### src/rtl/hpr_pkg.sv
// Shared types and constants for the homography pixel remap core.
`timescale 1ns / 1ps
package hpr_pkg;

  // Configuration register map
  typedef enum logic [3:0] {
    REG_M00 = 4'd0,
    REG_M01 = 4'd1,
    REG_M02 = 4'd2,
    REG_M10 = 4'd3,
    REG_M11 = 4'd4,
    REG_M12 = 4'd5,
    REG_M20 = 4'd6,
    REG_M21 = 4'd7
  } reg_idx_e;

  localparam int unsigned NUM_REGS = 8;
  localparam int unsigned CFG_IW   = 4;
  localparam int unsigned COEF_W   = 32;

  localparam logic [COEF_W-1:0] COEF_ONE_Q20 = 32'h0010_0000;

  // Frame size defaults
  localparam int unsigned OUT_ROWS_DEF = 1024;
  localparam int unsigned OUT_COLS_DEF = 1024;
  localparam int unsigned IN_ROWS_DEF  = 4096;
  localparam int unsigned IN_COLS_DEF  = 4096;

  // Datapath widths
  localparam int unsigned PROD_W = 45;          // 32b signed x 13b signed
  localparam int unsigned ACC_W  = 47;          // X, Y, W accumulators
  localparam int unsigned NUM_W  = ACC_W + 10;  // |X * 2^10|
  localparam int unsigned QB     = 13;          // quotient bits computed
  localparam int unsigned CAND_W = ACC_W + QB;  // shifted divisor

  localparam logic signed [ACC_W-1:0] W_ONE_Q30 = 47'sd1073741824;

  // Pipeline depth in front of the output register
  localparam int unsigned FRONT_STAGES = 2;
  localparam int unsigned DIV_STAGES   = QB + 1;
  localparam int unsigned META_STAGES  = FRONT_STAGES + DIV_STAGES;

  typedef struct packed {
    logic [11:0] src_row;
    logic [11:0] src_col;
    logic [7:0]  pixel_value;
  } in_item_t;

  typedef struct packed {
    logic [9:0] dest_row;
    logic [9:0] dest_col;
    logic [7:0] out_value;
    logic       write_valid;
  } out_item_t;

  // Per-stage side band that travels with the arithmetic
  typedef struct packed {
    logic       vld;
    logic       ok;
    logic [7:0] pix;
  } meta_t;

endpackage

### src/rtl/hpr_div.sv
// Pipelined restoring divider: truncated quotient (num * 2^10) / den, one bit a stage.
`timescale 1ns / 1ps
module hpr_div (
  input  logic                              clk_i,
  input  logic                              en_i,
  input  logic signed [hpr_pkg::ACC_W-1:0]  num_i,
  input  logic signed [hpr_pkg::ACC_W-1:0]  den_i,
  output logic [hpr_pkg::QB-1:0]            quo_o,
  output logic                              good_o
);

  localparam int unsigned NW = hpr_pkg::NUM_W;
  localparam int unsigned DW = hpr_pkg::ACC_W;
  localparam int unsigned CW = hpr_pkg::CAND_W;
  localparam int unsigned QB = hpr_pkg::QB;

  logic [NW-1:0] rem_q  [QB+1];
  logic [DW-1:0] den_q  [QB+1];
  logic [QB-1:0] quo_q  [QB+1];
  logic          good_q [QB+1];

  logic [NW-1:0] abs_n_d;
  logic [DW-1:0] abs_d_d;
  logic          good_d;
  logic signed [NW-1:0] num_x;

  // Prepare magnitudes; drop items with a non-positive or too large quotient
  always_comb begin
    num_x   = NW'(num_i) <<< 10;
    abs_n_d = num_x[NW-1] ? NW'(-num_x) : NW'(num_x);
    abs_d_d = den_i[DW-1] ? DW'(-den_i) : DW'(den_i);
    good_d  = (num_i != '0) && (den_i != '0) && (num_i[DW-1] == den_i[DW-1])
              && ({3'b000, abs_n_d} < {abs_d_d, {QB{1'b0}}});
  end

  always_ff @(posedge clk_i) begin
    if (en_i) begin
      rem_q[0]  <= abs_n_d;
      den_q[0]  <= abs_d_d;
      quo_q[0]  <= '0;
      good_q[0] <= good_d;
    end
  end

  // One quotient bit a stage, most significant first
  for (genvar k = 1; k <= QB; k++) begin : g_step
    localparam int unsigned SH = QB - k;
    logic [CW-1:0] cand;
    logic          take;

    assign cand = CW'(den_q[k-1]) << SH;
    assign take = {{(CW-NW){1'b0}}, rem_q[k-1]} >= cand;

    always_ff @(posedge clk_i) begin
      if (en_i) begin
        rem_q[k]  <= take ? NW'({{(CW-NW){1'b0}}, rem_q[k-1]} - cand) : rem_q[k-1];
        den_q[k]  <= den_q[k-1];
        quo_q[k]  <= take ? (quo_q[k-1] | (QB'(1) << SH)) : quo_q[k-1];
        good_q[k] <= good_q[k-1];
      end
    end
  end

  assign quo_o  = quo_q[QB];
  assign good_o = good_q[QB];

endmodule

### config.mk
export PLATFORM = sky130hd
export DESIGN_NAME = hpr_div
export DESIGN_NICKNAME = d
export VERILOG_FILES = /design/src/rtl/hpr_pkg.sv /design/src/rtl/hpr_div.sv
export SDC_FILE = /design/constraint.sdc
export NUM_CORES = 2
export LEC_CHECK = 0
export BUFFER_PORTS_ARGS = -buffer_cell sky130_fd_sc_hd__buf_2
export CORE_MARGIN = 2
export CORE_UTILIZATION = 35
export DETAILED_ROUTE_END_ITERATION = 8
export GPL_TIMING_DRIVEN = 0
export HOLD_SLACK_MARGIN = 0.05
export SLEW_MARGIN = 15
export SYNTH_ARGS = -nofsm -noshare
export SYNTH_HDL_FRONTEND = slang
export SYNTH_SLANG_ARGS = --single-unit
export TNS_END_PERCENT = 100
### constraint.sdc
create_clock -name clk_i -period 6.01 [get_ports clk_i]
set_input_delay 0.601 -clock clk_i [delete_from_list [all_inputs] [get_ports clk_i]]
set_output_delay 0.601 -clock clk_i [all_outputs]
set_load 0.05 [all_outputs]
-- Word level (Yosys, flattened, before mapping)
Memories as Yosys holds them, arrays and structs flattened.
Index checks and enable logic that the tools add are counted.
- memories kept: 4
- memory bits (read-only): 0
- output and inout bits: 14
- bits in latches: 0
- logic and storage cells: 69
- bits of input ports: 96
- memory bits (writable): 1652
- bits in registers: 0
- memory list (name ; depth ; bits a word ; rd ports ; clocked after Yosys merged registers in ; wr ports ; RTL line ; source):
    rem_q ; 14 ; 57 ; 13 ; 0 ; 14 ; hpr_div.sv:17 ; logic [NW-1:0] rem_q [QB+1];
    den_q ; 14 ; 47 ; 13 ; 0 ; 14 ; hpr_div.sv:18 ; logic [DW-1:0] den_q [QB+1];
    quo_q ; 14 ; 13 ; 14 ; 0 ; 14 ; hpr_div.sv:19 ; logic [QB-1:0] quo_q [QB+1];
    good_q ; 14 ; 1 ; 14 ; 0 ; 14 ; hpr_div.sv:20 ; logic good_q [QB+1];
- divide/modulo/power cells: 0
- multiply operators: 0
- bitwise gates (word level): 0
- magnitude comparators: 14
- add/subtract/negate cells: 15
- muxes and demuxes: 30
- shifts and indexed selects: 0
- eq/ne operators: 1
- reductions and logical operators: 5
- operator list (operator ; number):
    two-way mux 57 bit ; 14
    subtractor 57 bit ; 3
    nonzero test 47 bit ; 2
    less-than comparator 57 x 60 -> 1 bit ; 1
    greater-or-equal comparator 57 x 59 -> 1 bit ; 1
    greater-or-equal comparator 57 x 58 -> 1 bit ; 1
    greater-or-equal comparator 57 x 47 -> 1 bit ; 1
    greater-or-equal comparator 57 x 48 -> 1 bit ; 1
    greater-or-equal comparator 57 x 49 -> 1 bit ; 1
    greater-or-equal comparator 57 x 50 -> 1 bit ; 1
    greater-or-equal comparator 57 x 51 -> 1 bit ; 1
    greater-or-equal comparator 57 x 52 -> 1 bit ; 1
    greater-or-equal comparator 57 x 53 -> 1 bit ; 1
    greater-or-equal comparator 57 x 54 -> 1 bit ; 1
    greater-or-equal comparator 57 x 55 -> 1 bit ; 1
    greater-or-equal comparator 57 x 56 -> 1 bit ; 1
    greater-or-equal comparator 57 bit ; 1
    negation 57 bit ; 1
    subtractor 57 x 47 -> 57 bit ; 1
    subtractor 57 x 48 -> 57 bit ; 1
    subtractor 57 x 49 -> 57 bit ; 1
    subtractor 57 x 50 -> 57 bit ; 1
    subtractor 57 x 51 -> 57 bit ; 1
    subtractor 57 x 52 -> 57 bit ; 1
    other kinds (21) ; 25

-- Depth between registers and ports, before layout
- depth after elaboration: 4
- gate-level depth with buffers: 20
- mapped depth without buffers: 20

-- Least setup slack after synthesis
OpenSTA, ideal clock, no wires.
- path kind: in2reg
- from: input den_i[9] in the netlist's numbering
- to: memory good_q[0][0], data pin
- stages: 17
- data arrival time: 4.597 ns
- path slack: 1.151 ns
- setup time: 0.261 ns
- path buffers: 0
- cells stage by stage: or4_4 -> or3_4 -> or4_4 -> or3_4 -> or3_2 -> o31ai_1 -> xnor2_1 -> inv_1 -> ha_1 -> nand4_1 -> nor4_1 -> nand3_1 -> nor2_1 -> o311ai_0 -> o211ai_1 -> a21oi_1 -> o2bb2a_1
- RTL lines (item ; RTL line ; source):
    start, declared ; hpr_div.sv:7 ; input logic signed [hpr_pkg::ACC_W-1:0] den_i,
    end, declared ; hpr_div.sv:20 ;

==> results.yml <==
critical_path:
  cpMaxStageDelayCell: "clkbuf_1"
  path_buf_inv: 3
  cp_cell_sequence: "inv_1 > ha_1 > o21ai_0 > a21oi_1 > o31ai_1 > and3_1 > nor4_1 > o31ai_1 > a41oi_1 > a21oi_2 > clkbuf_1 > clkbuf_1 > o21ai_0"
  crit_arrival_ns: 6.48
  r2r_cells: 13
  max_stage_delay_ns: 0.83
  cp-end-kind: "flop"
  r2r_slack_ns: 0.03
  cpLargestDelayFamily: "compound AO/OA/AOI/OAI gates"
  path_max_fanout: 10
  timing.rr.end: "rem_q[9][5]"
  regToRegStartpoint: "den_q[4][2]"
  worstPathRequired_ns: 6.51
  crit_type: "flop to flop"
  start_kind: "flop"
logic_synthesis:
  ys_seq_area_share_pct: 48.05
  synthTopCellsByCount: "edfxtp_1, inv_1, nand2_1, a21oi_1, o21ai_0"
  synth_edf_count: 1372
  synth.cell_area_sq_um: 85740
  ys_async_sr_fraction_pct: 0
  yosysUniqueCellTypes: 90
  yosys.area.top_type: "edfxtp_1"
  synthTopCellsByArea: "edfxtp_1, ha_1, a21oi_1, o21ai_0, xnor2_1"
  ys_ff_latch: 1372
  synth_top_area_share_pct: 48.05
  ys_warn_count: 0
  synth_ff_type: "edfxtp_1"
  synthCells: 8447
  synth_most_common_cell: "edfxtp_1"
  synth_nets: 9202
  avgSynthCellArea_sq_um: 10.15
min_path:
  worstHoldStart: "den_i[29]"
  hp-class: "input port to flop"
  hold_end: "den_q[0][29]"
  whs_path_depth: 3
sta:
  slew-limit-headroom_pct: 20.94
  period_share_pct: 99.56
  hold_viol: 0
  rsz0062_at_grt: "no"
  setup_viol: 0
  tightest_slew_ns: 1.171
  setup-tns-final_ns: 0
  skew_ns: 0.02223
  fmax_ghz: 0.1671
  min_period_ns: 5.983
  slew_viol_final: 0
detailed_routing:
  drtIter0Drc: 4374
  avgViaCountPerCell: 5.218
  routed_wl_mm: 221.7
  vias: 62934
  drc: 0
  drt_pre_antenna_iters: 6
  ant_nets: 0
  routedWlPerCell_microns: 18.38
grt:
  antenna_found_initial: 2
  grt_pass1_wl_mm: 345.5
  track_usage_pct: 17.46
  grt_pass1_vias: 63574
  grt_max_degree: 164
  grt_overflow: 0
layout:
  area_growth_pct: 11.69
  fin_area_sq_um: 95770
  drive_above_1_share_pct: 5.974
  layout.nets: 9487
clocking:
  insertion_delay_ns: 0.80
  cts_max_path_buffers: 3
  cts_tree: "yes"
  cts_max_level: 4
  postCtsSetupRepairBufs: 0
  path_clk_slew_ns: 0.06
  numCtsBuffers: 158
  clockRootBuffer: "clkbuf_16"
  cts.sinks: 1372
floorplan:
  core_area_sq_um: 243500
  dieArea_sq_um: 249000
  io_pins: 110
  initial_utilization_pct: 35.22
  die_y_microns: 499.0
  num_rows: 181
  fp.dieW_microns: 499.0
run_status:
  outcome: "finished clean"
placement:
  place_area_sq_um: 90640
  gp_congestion: 0.9871
  port_buffers: 109
  hpwl_mm: 176.5
power_and_ir_drop:
  peakVddDrop_uv: 323.9
  cellLeakagePower_nw: 38.20
  power_density_nw_per_um2: 455.4
flow_run:
  drv_cap: 0
==> flip-flops by register name (all words and copies together), names as in the netlist <==
name	count
den_q	611
good_q	14
quo_q	91
rem_q	656
==> worst reg2reg max path: stages (launching register included) <==
cell and delay (ns):
edfxtp_1 0.40, inv_1 0.06, ha_1 0.35, o21ai_0 0.21
a21oi_1 0.12, o31ai_1 0.45, and3_1 0.35, nor4_1 0.11
o31ai_1 0.80, a41oi_1 0.44, a21oi_2 0.70, clkbuf_1 0.73
clkbuf_1 0.83, o21ai_0 0.16
==> final cells by class <==
type                       instances  area [sq um]
inverter                         791          2969
fill                           23672        147700
clock buffer                     198          4232
buffer                           304          1217
tap                             3202          4006
antenna                            3         7.507
timing repair buffer             125         860.8
multi-input combinational       5980         40420
clock inverter                    85         853.3
sequential                      1372         41200
==> logic make-up (layout without fill, tap and decap cells) <==
family | count (synthesis) | count (layout) | share of synthesized area [%]
buf+inv | 1095 | 1503 | 4.880
simple gates | 2137 | 2137 | 11.95
other cells | 0 | 3 | 0
compound gates | 2461 | 2461 | 17.73
mux | 106 | 106 | 1.370
xor+xnor | 617 | 617 | 6.302
fa+ha+maj | 659 | 659 | 9.721
flops | 1372 | 1372 | 48.05
==> power breakdown <==
part           switching (mW)  total (mW)  internal (mW)
registers                1.38        15.2           13.8
clock network            3.77        9.45           5.69
logic                    11.4        19.0           7.56
total                    16.6        43.6           27.0
==> worst max-delay path by stage <==
stage                            start           end  slack [ns]  depth (start not counted)
after floorplan               den_i[9]  good_q[0][0]        1.15                         17
after global placement            en_i  den_q[0][37]      -16.70                          1
final                      den_q[4][2]   rem_q[9][5]        0.03                         13
after CTS                 rem_q[7][10]   rem_q[8][6]        0.06                         12
after global routing       den_q[4][2]  rem_q[9][49]        0.04                         13
after detailed placement  rem_q[7][10]   rem_q[8][6]       -0.45                         12
==> through the flow <==
stage               cells  power (mW)  util [%]  hold WS, ns  setup slack [ns]
floorplan            8447       28.92         -       0.4003             1.151
global placement    11758       34.14     37.09       0.4029            -16.70
detailed placement  11772       34.02     37.23       0.4045           -0.4541
CTS                 12057       43.69     39.34      0.07038           0.06425
global route        12058       46.72     39.34       0.1009           0.04398
finish              12060       43.61     39.34       0.1393           0.02661
==> timing repair <==
action	in CTS	in global routing
hold buffers	2	0
endpoints found under the setup margin	31	20
hold endpoints to repair	2	0
resized for setup	4	1
==> cells in the final DEF (no fill, tap or decap), types with 22 or more instances in the layout <==
master and instances:
edfxtp_1 1372, inv_1 791, nand2_1 769, a21oi_1 721
o21ai_0 682, ha_1 647, nor2_1 455, xnor2_1 372
a21o_1 354, clkbuf_1 292, xor2_1 245, clkbuf_16 164
nand3_1 148, nand4_1 136, nor3_1 120, buf_2 118
o21bai_1 100, mux2_2 91, nand2b_1 84, o31ai_1 83
o21a_1 83, nor2b_1 74, a31oi_1 72, a211oi_1 67
nor4_1 55, or3_1 51, and3_1 47, and2_1 40
o211ai_1 38, clkinv_1 31, clkinv_2 27, or2_2 26
and4_1 26, nor3b_1 23, o31a_1 22
==> metal layers <==
metal	routed length (microns)	GRT usage [%]	vias to the layer above	share of wire (%)
met5	0	0	-	0
met4	17040	11.73	0	7.7
met3	7109	2.116	619	3.2
met2	112100	32.35	1653	51
met1	85390	18.46	29175	39
li1	-	-	31487	-
Power figures use the tool's default switching activity.
